`config.mk`:
```
export PLATFORM = sky130hd
export DESIGN_NAME = decimal_text_to_fixed_point
export DESIGN_NICKNAME = d
export VERILOG_FILES = /design/src/design/dtfp_pkg.sv /design/src/design/dtfp_cfg_regs.sv /design/src/design/dtfp_char_parse.sv /design/src/design/dtfp_result.sv /design/src/design/decimal_text_to_fixed_point.sv
export SDC_FILE = /design/constraint.sdc
export NUM_CORES = 1
export LEC_CHECK = 0
export ABC_CLOCK_PERIOD_IN_PS = 8600
export BUFFER_PORTS_ARGS = -buffer_cell sky130_fd_sc_hd__buf_4
export CAP_MARGIN = 20
export CELL_PAD_IN_SITES_DETAIL_PLACEMENT = 1
export CELL_PAD_IN_SITES_GLOBAL_PLACEMENT = 1
export CORE_MARGIN = 2
export CORE_UTILIZATION = 45
export CTS_BUF_LIST = sky130_fd_sc_hd__clkbuf_4 sky130_fd_sc_hd__clkbuf_8 sky130_fd_sc_hd__clkbuf_16
export DETAILED_ROUTE_END_ITERATION = 7
export PLACE_DENSITY = 0.9
export SYNTH_ARGS = -nofsm -noshare
export SYNTH_HDL_FRONTEND = slang
export SYNTH_SLANG_ARGS = --single-unit
```
`constraint.sdc`:
```
create_clock -name aclk -period 8.6 [get_ports aclk]
set_input_delay 1.72 -clock aclk [delete_from_list [all_inputs] [get_ports aclk]]
set_output_delay 1.72 -clock aclk [all_outputs]
set_load 0.01 [all_outputs]
```
`src/design/dtfp_pkg.sv`:
```
`default_nettype none
package dtfp_pkg;

    localparam int MAX_INT_DIGITS_DEF = 12;
    localparam int FRAC_DIGITS_DEF    = 6;

    localparam int CHAR_W   = 8;
    localparam int OFFSET_W = 41;
    localparam int VALUE_W  = 61;
    localparam int STATUS_W = 2;

    localparam int APB_ADDR_W = 4;
    localparam int APB_DATA_W = 64;

    localparam logic REG_RESULT_OFFSET = 1'b0;

    localparam logic signed [OFFSET_W-1:0] RESULT_OFFSET_RESET = -41'sd123456000;

    localparam logic [STATUS_W-1:0] STATUS_OK       = 2'd0;
    localparam logic [STATUS_W-1:0] STATUS_FORMAT   = 2'd1;
    localparam logic [STATUS_W-1:0] STATUS_OVERFLOW = 2'd2;

    localparam logic [CHAR_W-1:0] CHAR_ZERO  = 8'h30;
    localparam logic [CHAR_W-1:0] CHAR_NINE  = 8'h39;
    localparam logic [CHAR_W-1:0] CHAR_POINT = 8'h2e;
    localparam logic [CHAR_W-1:0] CHAR_PLUS  = 8'h2b;
    localparam logic [CHAR_W-1:0] CHAR_MINUS = 8'h2d;

    typedef struct packed {
        logic [CHAR_W-1:0] character;
        logic              end_of_line;
    } char_item_t;

    typedef struct packed {
        logic signed [VALUE_W-1:0] value;
        logic [STATUS_W-1:0]       status;
    } result_item_t;

    typedef struct packed {
        logic                negative;
        logic [STATUS_W-1:0] status;
    } snap_ctrl_t;

    function automatic logic [63:0] pow10_const(input int n);
        logic [63:0] p;
        p = 64'd1;
        for (int i = 0; i < n; i++) begin
            p = p * 64'd10;
        end
        return p;
    endfunction

    function automatic logic [19:0] pow10_small(input logic [2:0] n);
        logic [19:0] w;
        case (n)
            3'd0: w = 20'd1;
            3'd1: w = 20'd10;
            3'd2: w = 20'd100;
            3'd3: w = 20'd1000;
            3'd4: w = 20'd10000;
            3'd5: w = 20'd100000;
            default: w = 20'd0;
        endcase
        return w;
    endfunction

endpackage
`default_nettype wire

```
`src/design/dtfp_cfg_regs.sv`:
```
`default_nettype none
module dtfp_cfg_regs
    import dtfp_pkg::*;
(
    input  wire logic                       aclk,
    input  wire logic                       aresetn,
    input  wire logic                       psel,
    input  wire logic                       penable,
    input  wire logic                       pwrite,
    input  wire logic [APB_ADDR_W-1:0]      paddr,
    input  wire logic [APB_DATA_W-1:0]      pwdata,
    output logic [APB_DATA_W-1:0]           prdata,
    output logic                            pready,
    output logic signed [OFFSET_W-1:0]      result_offset
);

    logic signed [OFFSET_W-1:0] offset_reg;
    logic signed [OFFSET_W-1:0] offset_next;
    logic                       wr_offset;

    assign pready    = 1'b1;
    assign wr_offset = psel && penable && pwrite && (paddr[3] == REG_RESULT_OFFSET);

    always_comb begin
        offset_next = offset_reg;
        if (wr_offset) begin
            offset_next = pwdata[OFFSET_W-1:0];
        end
    end

    always_ff @(posedge aclk) begin
        if (!aresetn) begin
            offset_reg <= RESULT_OFFSET_RESET;
        end else begin
            offset_reg <= offset_next;
        end
    end

    always_comb begin
        prdata = '0;
        if (paddr[3] == REG_RESULT_OFFSET) begin
            prdata = {{(APB_DATA_W-OFFSET_W){offset_reg[OFFSET_W-1]}}, offset_reg};
        end
    end

    assign result_offset = offset_reg;

endmodule
`default_nettype wire

```
`src/design/dtfp_char_parse.sv`:
```
`default_nettype none
module dtfp_char_parse
    import dtfp_pkg::*;
#(
    parameter int MAX_INT_DIGITS = MAX_INT_DIGITS_DEF,
    parameter int FRAC_DIGITS    = FRAC_DIGITS_DEF,
    parameter int MAG_W          = $clog2(pow10_const(MAX_INT_DIGITS + FRAC_DIGITS))
)
(
    input  wire logic              aclk,
    input  wire logic              aresetn,
    input  wire logic              s_valid,
    output logic                   s_ready,
    input  wire char_item_t        s_data,
    output logic                   snap_valid,
    input  wire logic              snap_ready,
    output snap_ctrl_t             snap_ctrl,
    output logic [MAG_W-1:0]       snap_mag
);

    localparam int IC_W = $clog2(MAX_INT_DIGITS + 2);
    localparam int FC_W = $clog2(FRAC_DIGITS + 1);
    localparam logic [IC_W-1:0]  INT_MAX   = IC_W'(MAX_INT_DIGITS);
    localparam logic [IC_W-1:0]  INT_OVF   = IC_W'(MAX_INT_DIGITS + 1);
    localparam logic [FC_W-1:0]  FRAC_MAX  = FC_W'(FRAC_DIGITS);
    localparam logic [MAG_W-1:0] INT_SCALE = MAG_W'(pow10_const(FRAC_DIGITS));
    localparam logic [63:0]      MAG_BOUND = pow10_const(MAX_INT_DIGITS + FRAC_DIGITS);

    logic        in_valid_reg;
    logic        in_valid_next;
    char_item_t  in_data_reg;

    logic             first_pending_reg, first_pending_next;
    logic             negative_reg, negative_next;
    logic             point_seen_reg, point_seen_next;
    logic             format_bad_reg, format_bad_next;
    logic             digit_seen_reg, digit_seen_next;
    logic [IC_W-1:0]  int_cnt_reg, int_cnt_next;
    logic [FC_W-1:0]  frac_cnt_reg, frac_cnt_next;
    logic [MAG_W-1:0] mag_reg, mag_next;

    logic             line_negative, line_point_seen, line_prev_point;
    logic             line_format_bad, line_digit_seen;
    logic [IC_W-1:0]  line_int_cnt;
    logic [FC_W-1:0]  line_frac_cnt;
    logic [MAG_W-1:0] line_mag;

    logic             snap_valid_reg, snap_valid_next;
    snap_ctrl_t       snap_ctrl_reg;
    logic [MAG_W-1:0] snap_mag_reg;

    logic             snap_take;
    logic             a_move;
    logic             line_done;
    logic [7:0]       ch;
    logic [3:0]       digit;
    logic [2:0]       frac_idx;
    logic [23:0]      frac_prod;
    logic [MAG_W-1:0] mag_times_ten;
    logic [MAG_W-1:0] int_term;
    logic [STATUS_W-1:0] line_status;

    assign snap_take = !snap_valid_reg || snap_ready;
    assign a_move    = in_valid_reg && (!in_data_reg.end_of_line || snap_take);
    assign line_done = a_move && in_data_reg.end_of_line;
    assign s_ready   = !in_valid_reg || a_move;

    always_comb begin
        in_valid_next = in_valid_reg;
        if (s_ready) begin
            in_valid_next = s_valid;
        end
    end

    always_ff @(posedge aclk) begin
        if (!aresetn) begin
            in_valid_reg <= 1'b0;
        end else begin
            in_valid_reg <= in_valid_next;
        end
    end

    always_ff @(posedge aclk) begin
        if (s_ready && s_valid) begin
            in_data_reg <= s_data;
        end
    end

    assign ch            = in_data_reg.character;
    assign digit         = 4'(ch - CHAR_ZERO);
    assign frac_idx      = 3'(FRAC_DIGITS - 1) - 3'(frac_cnt_reg);
    assign frac_prod     = 24'(digit) * 24'(pow10_small(frac_idx));
    assign mag_times_ten = (mag_reg << 3) + (mag_reg << 1);
    assign int_term      = MAG_W'(digit) * INT_SCALE;

    always_comb begin
        line_negative   = negative_reg;
        line_point_seen = point_seen_reg;
        line_prev_point = 1'b0;
        line_format_bad = format_bad_reg;
        line_digit_seen = digit_seen_reg;
        line_int_cnt    = int_cnt_reg;
        line_frac_cnt   = frac_cnt_reg;
        line_mag        = mag_reg;
        if (ch inside {[CHAR_ZERO:CHAR_NINE]}) begin
            line_digit_seen = 1'b1;
            if (point_seen_reg) begin
                if (frac_cnt_reg < FRAC_MAX) begin
                    line_mag      = mag_reg + MAG_W'(frac_prod);
                    line_frac_cnt = frac_cnt_reg + FC_W'(1);
                end
            end else if ((int_cnt_reg <= INT_MAX) && ((mag_reg != '0) || (digit != 4'd0))) begin
                if (int_cnt_reg == INT_MAX) begin
                    line_int_cnt = INT_OVF;
                end else begin
                    line_mag     = mag_times_ten + int_term;
                    line_int_cnt = int_cnt_reg + IC_W'(1);
                end
            end
        end else if (ch == CHAR_POINT) begin
            line_format_bad = format_bad_reg || point_seen_reg;
            line_point_seen = 1'b1;
            line_prev_point = 1'b1;
        end else if ((ch == CHAR_PLUS) || (ch == CHAR_MINUS)) begin
            if (first_pending_reg) begin
                line_negative = (ch == CHAR_MINUS);
            end else begin
                line_format_bad = 1'b1;
            end
        end else begin
            line_format_bad = 1'b1;
        end
    end

    always_comb begin
        if (line_format_bad || line_prev_point || !line_digit_seen) begin
            line_status = STATUS_FORMAT;
        end else if (line_int_cnt > INT_MAX) begin
            line_status = STATUS_OVERFLOW;
        end else begin
            line_status = STATUS_OK;
        end
    end

    always_comb begin
        first_pending_next = first_pending_reg;
        negative_next      = negative_reg;
        point_seen_next    = point_seen_reg;
        format_bad_next    = format_bad_reg;
        digit_seen_next    = digit_seen_reg;
        int_cnt_next       = int_cnt_reg;
        frac_cnt_next      = frac_cnt_reg;
        mag_next           = mag_reg;
        if (line_done) begin
            first_pending_next = 1'b1;
            negative_next      = 1'b0;
            point_seen_next    = 1'b0;
            format_bad_next    = 1'b0;
            digit_seen_next    = 1'b0;
            int_cnt_next       = '0;
            frac_cnt_next      = '0;
            mag_next           = '0;
        end else if (a_move) begin
            first_pending_next = 1'b0;
            negative_next      = line_negative;
            point_seen_next    = line_point_seen;
            format_bad_next    = line_format_bad;
            digit_seen_next    = line_digit_seen;
            int_cnt_next       = line_int_cnt;
            frac_cnt_next      = line_frac_cnt;
            mag_next           = line_mag;
        end
    end

    always_ff @(posedge aclk) begin
        if (!aresetn) begin
            first_pending_reg <= 1'b1;
            negative_reg      <= 1'b0;
            point_seen_reg    <= 1'b0;
            format_bad_reg    <= 1'b0;
            digit_seen_reg    <= 1'b0;
            int_cnt_reg       <= '0;
            frac_cnt_reg      <= '0;
            mag_reg           <= '0;
        end else begin
            first_pending_reg <= first_pending_next;
            negative_reg      <= negative_next;
            point_seen_reg    <= point_seen_next;
            format_bad_reg    <= format_bad_next;
            digit_seen_reg    <= digit_seen_next;
            int_cnt_reg       <= int_cnt_next;
            frac_cnt_reg      <= frac_cnt_next;
            mag_reg           <= mag_next;
        end
    end

    always_comb begin
        snap_valid_next = snap_valid_reg;
        if (line_done) begin
            snap_valid_next = 1'b1;
        end else if (snap_ready) begin
            snap_valid_next = 1'b0;
        end
    end

    always_ff @(posedge aclk) begin
        if (!aresetn) begin
            snap_valid_reg <= 1'b0;
        end else begin
            snap_valid_reg <= snap_valid_next;
        end
    end

    always_ff @(posedge aclk) begin
        if (line_done) begin
            snap_ctrl_reg.negative <= line_negative;
            snap_ctrl_reg.status   <= line_status;
            snap_mag_reg           <= line_mag;
        end
    end

    assign snap_valid = snap_valid_reg;
    assign snap_ctrl  = snap_ctrl_reg;
    assign snap_mag   = snap_mag_reg;

    assert property (@(posedge aclk) disable iff (!aresetn)
        line_done |=> first_pending_reg && (mag_reg == '0) && !point_seen_reg
                      && (int_cnt_reg == '0) && (frac_cnt_reg == '0))
        else $error("Line state not cleared after the last character.");

    assert property (@(posedge aclk) disable iff (!aresetn)
        (frac_cnt_reg != '0) |-> point_seen_reg)
        else $error("Fraction digits counted before a point.");

    assert property (@(posedge aclk) disable iff (!aresetn)
        (snap_valid_reg && (snap_ctrl_reg.status == STATUS_OK)) |->
            (64'(snap_mag_reg) < MAG_BOUND))
        else $error("Magnitude out of range on an ok line.");

    assert property (@(posedge aclk) disable iff (!aresetn)
        (snap_valid_reg && !snap_ready) |=> snap_valid_reg)
        else $error("Pending result lost while the output stage was full.");

endmodule
`default_nettype wire

```
`src/design/dtfp_result.sv`:
```
`default_nettype none
module dtfp_result
    import dtfp_pkg::*;
#(
    parameter int MAG_W = 60
)
(
    input  wire logic                   aclk,
    input  wire logic                   aresetn,
    input  wire logic                   snap_valid,
    output logic                        snap_ready,
    input  wire snap_ctrl_t             snap_ctrl,
    input  wire logic [MAG_W-1:0]       snap_mag,
    input  wire logic signed [OFFSET_W-1:0] result_offset,
    output logic                        m_valid,
    input  wire logic                   m_ready,
    output result_item_t                m_data
);

    logic              out_valid_reg;
    logic              out_valid_next;
    result_item_t      out_data_reg;
    logic [VALUE_W-1:0] off_ext;
    logic [VALUE_W-1:0] mag_ext;
    logic [VALUE_W-1:0] addend;
    logic [VALUE_W-1:0] sum;

    assign snap_ready = !out_valid_reg || m_ready;

    assign off_ext = {{(VALUE_W-OFFSET_W){result_offset[OFFSET_W-1]}}, result_offset};
    assign mag_ext = {{(VALUE_W-MAG_W){1'b0}}, snap_mag};
    assign addend  = snap_ctrl.negative ? ~mag_ext : mag_ext;
    assign sum     = off_ext + addend + VALUE_W'(snap_ctrl.negative);

    always_comb begin
        out_valid_next = out_valid_reg;
        if (snap_ready) begin
            out_valid_next = snap_valid;
        end
    end

    always_ff @(posedge aclk) begin
        if (!aresetn) begin
            out_valid_reg <= 1'b0;
        end else begin
            out_valid_reg <= out_valid_next;
        end
    end

    always_ff @(posedge aclk) begin
        if (snap_ready && snap_valid) begin
            out_data_reg.status <= snap_ctrl.status;
            out_data_reg.value  <= (snap_ctrl.status == STATUS_OK) ? sum : '0;
        end
    end

    assign m_valid = out_valid_reg;
    assign m_data  = out_data_reg;

endmodule
`default_nettype wire

```
`src/design/decimal_text_to_fixed_point.sv`:
```
// A line's last character passes the input, pending-result and output registers in turn.
// Throughput: one character per cycle unless a full pending-result stage holds an end-of-line
// character; integer digits multiply-by-ten-and-add, fraction digits add, into the magnitude.
// Output back-pressure reaches s_ready combinationally only through the pending-result stage.
// Reset (aresetn low at a clock edge) clears the line state and all valid flags
// and loads result_offset with -123.456 in units of 1e-6.
`default_nettype none
module decimal_text_to_fixed_point
    import dtfp_pkg::*;
#(
    parameter int MAX_INT_DIGITS = MAX_INT_DIGITS_DEF,
    parameter int FRAC_DIGITS    = FRAC_DIGITS_DEF
)
(
    input  wire logic                   aclk,
    input  wire logic                   aresetn,
    input  wire logic                   s_valid,
    output logic                        s_ready,
    input  wire char_item_t             s_data,
    output logic                        m_valid,
    input  wire logic                   m_ready,
    output result_item_t                m_data,
    input  wire logic                   psel,
    input  wire logic                   penable,
    input  wire logic                   pwrite,
    input  wire logic [APB_ADDR_W-1:0]  paddr,
    input  wire logic [APB_DATA_W-1:0]  pwdata,
    output logic [APB_DATA_W-1:0]       prdata,
    output logic                        pready
);

    localparam int MAG_W = $clog2(pow10_const(MAX_INT_DIGITS + FRAC_DIGITS));

    logic signed [OFFSET_W-1:0] result_offset;
    logic                       snap_valid;
    logic                       snap_ready;
    snap_ctrl_t                 snap_ctrl;
    logic [MAG_W-1:0]           snap_mag;

    dtfp_cfg_regs u_cfg (
        .aclk          (aclk),
        .aresetn       (aresetn),
        .psel          (psel),
        .penable       (penable),
        .pwrite        (pwrite),
        .paddr         (paddr),
        .pwdata        (pwdata),
        .prdata        (prdata),
        .pready        (pready),
        .result_offset (result_offset)
    );

    dtfp_char_parse #(
        .MAX_INT_DIGITS (MAX_INT_DIGITS),
        .FRAC_DIGITS    (FRAC_DIGITS),
        .MAG_W          (MAG_W)
    ) u_parse (
        .aclk       (aclk),
        .aresetn    (aresetn),
        .s_valid    (s_valid),
        .s_ready    (s_ready),
        .s_data     (s_data),
        .snap_valid (snap_valid),
        .snap_ready (snap_ready),
        .snap_ctrl  (snap_ctrl),
        .snap_mag   (snap_mag)
    );

    dtfp_result #(
        .MAG_W (MAG_W)
    ) u_result (
        .aclk          (aclk),
        .aresetn       (aresetn),
        .snap_valid    (snap_valid),
        .snap_ready    (snap_ready),
        .snap_ctrl     (snap_ctrl),
        .snap_mag      (snap_mag),
        .result_offset (result_offset),
        .m_valid       (m_valid),
        .m_ready       (m_ready),
        .m_data        (m_data)
    );

endmodule
`default_nettype wire

```
==> impl_metrics.py <==
metrics = {
    "status": {
        "outcome": "finished clean",
    },
    "clock_network": {
        "cts-buffers-inserted": 29,
        "holdBufCountCts": 0,
        "clk_latency_ns": 0.58,
        "clockBufferDepth": 3,
        "cts_root_buf": "clkbuf_16",
        "htreeDepth": 1,
        "clkTransAtPathRegs_ns": 0.06,
        "ctsResizeCount": 0,
        "post-cts-setup-buffer-count": 0,
        "cts_tree": "done",
        "cts_sinks": 251,
    },
    "floorplanning": {
        "die_area_um2": 52700,
        "floorplan.initialDensity_pct": 45.7,
        "die_w_um": 230,
        "pin_count": 214,
        "coreArea_um2": 50200,
        "die_y_um": 230,
        "fp-row-count": 82,
    },
    "hold_path": {
        "hold_path_class": "reg2reg",
    },
    "synthesis": {
        "yosysTopAreaCell": "edfxtp_1",
        "synth_xor_area_share_pct": 8.45,
        "syn_nets": 3131,
        "ys_warn_count": 0,
        "ys_seq_area_share_pct": 27.8,
        "synth_compound_area_share_pct": 21.8,
        "syn_avg_cell_area_um2": 8.28,
        "synth_top_family_by_area": "compound AO/OA/AOI/OAI gates",
        "syn_inst": 2767,
        "synth_top_area_share_pct": 17.7,
        "ys_top_cells_by_count": "nand2_1 (312), ha_1 (235), a21oi_1 (230)",
        "synth_area_um2": 22900,
        "synth-edff-count": 135,
        "synthSimpleGateAreaFrac_pct": 18.8,
        "dominantRegCellSynth": "edfxtp_1",
        "synth_fa_ha_area_share_pct": 16.8,
        "async_flop_share_pct": 0,
        "yosys.cell_types.count": 90,
        "ys_top_cells_by_area": "edfxtp_1 (18%), ha_1 (13%), dfxtp_1 (10%)",
        "synthMuxAreaShare_pct": 0.808,
        "ys_seq_elements": 251,
        "yosysMostFrequentCell": "nand2_1",
    },
    "pwr": {
        "power_density_nw_per_um2": 140,
        "ir_drop_mv": 0.169,
        "leakage_uw": 0.0112,
    },
    "detailed_routing": {
        "wire_per_inst_um": 23.0,
        "via_count": 21900,
        "drt-total-wl_um": 81500,
        "drt_iter0_drc": 1759,
        "first_pass_iters": 5,
        "vias_per_cell": 6.17,
        "postRouteAntennaNets": 0,
        "remaining_drc_errors": 0,
    },
    "sta": {
        "period_share_pct": 93.6,
        "worst_pin_slew_ns": 1.10,
        "max_freq_ghz": 0.124,
        "hold_viol_final": 0,
        "slew_viol_final": 0,
        "rsz0062_at_grt": "no",
        "setup_violations": 0,
        "fin_skew_ns": 0.0111,
        "min_period_ns": 8.05,
        "finalSetupTns_ns": 0,
        "slew_headroom_pct": 26.6,
    },
    "layout": {
        "largest_register_ffs": 63,
        "num-fill-cells": 5921,
        "seqCellArea_um2": 6380,
        "stdcell_count": 3550,
        "nets": 3219,
        "diodes": 0,
        "multi_input_area_um2": 15300,
        "areaGrowthSynthToFinish_pct": 12.2,
        "drive_above_1_share_pct": 11.3,
    },
    "worst_setup_path": {
        "worst_setup_path_start_kind": "flip-flop",
        "cp.arrival_ns": 8.49,
        "max_stage_delay_ns": 0.55,
        "crit_required_ns": 9.05,
        "crit_type": "reg2reg",
        "end_kind": "flip-flop",
        "slowest_stage": "fa_1",
        "worst-path-max-fanout": 9,
    },
    "global_routing": {
        "grt-ovfl-total": 0,
        "antenna_found_initial": 0,
        "grt_max_degree": 68,
        "grt_pass1_wl_um": 127000,
        "track_usage_pct": 30.1,
        "first_global_vias": 22788,
    },
    "placed_design": {
        "dp_hpwl_um": 61200,
        "portBuffers": 186,
        "place_congestion": 0.942,
        "placedCellCount": 3495,
    },
    "flow_run": {
        "drv_cap": 0,
    },
}
## placed cells by master (no fill, tap or decap), types with 30 or more instances in the layout
cell type  instances
nand2_1          312
ha_1             234
a21oi_1          230
buf_4            221
nor2_1           201
inv_1            152
o21ai_0          150
edfxtp_1         135
xor2_1           121
dfxtp_1          115
xnor2_1          100
a21o_1            87
nand3_1           73
nor2b_1           58
nor3_1            53
nand4_1           47
fa_1              45
and3_1            33
a21boi_0          30
## cell type report
type,count,share of cell area (%)
clock inverter,19,0.789
sequential,251,24.8
timing repair buffer,221,6.45
multi-input combinational,2199,59.4
tap,672,3.27
clock buffer,35,3.02
inverter,153,2.23
## final timing paths
kind / to / depth (start not counted) / slack, ns / startpoint
setup / recovery: u_parse.snap_mag[27] / 31 / 0.55 / u_parse.frac_cnt_reg[1]
hold / removal: u_parse.first_pending_reg / 2 / 0.48 / u_parse.first_pending_reg
setup reg to reg: u_parse.snap_mag[27] / 31 / 0.55 / u_parse.frac_cnt_reg[1]
hold reg to reg: u_parse.first_pending_reg / 2 / 0.48 / u_parse.first_pending_reg
## stage by stage
step                area [um2]  setup slack [ns]  power, uW  utilization, %  hold WS, ns
floorplan                22900              1.21       2000               -        0.430
global route             25700           0.00440       3730            51.2        0.509
global placement         24700             0.860       2250            49.2        0.441
CTS                      25700             0.440       3590            51.2        0.473
detailed placement       24700             0.573       2300            49.2        0.459
finish                   25700             0.552       3590            51.2        0.475
## worst max-delay path: cells and delay by family, from the launching register on
family | cells | cell delay (ns)
XOR/XNOR | 1 | 0.09
adder cells (fa/ha/maj) | 5 | 2.17
AND/OR/NAND/NOR | 8 | 1.47
AO/OA/AOI/OAI | 13 | 3.12
buffers and inverters | 4 | 0.70
flip-flops | 1 | 0.37
## per-layer routing
layer	vias to the layer above	global-route usage (%)	wire length [um]
met5	-	0	0
met4	0	10.8	2870
met3	199	3.56	5300
met2	834	51.8	39000
met1	10794	38.7	34300
li1	10073	-	-
## report_power, final
group	leakage, uW	switching (uW)	internal (uW)
Sequential	0.00224	27.9	1290
Combinational	0.00844	603	379
Clock	0.000487	551	741
Total	0.0112	1180	2410
## logic make-up (layout without fill, tap and decap cells)
| group | count (synthesis) | count (layout) |
|---|---|---|
| other cells | 1 | 1 |
| fa+ha+maj | 280 | 280 |
| mux | 18 | 18 |
| compound gates | 772 | 772 |
| xor+xnor | 221 | 221 |
| flops | 251 | 251 |
| simple gates | 907 | 907 |
| buf+inv | 317 | 428 |
Power figures use the tool's default switching activity.
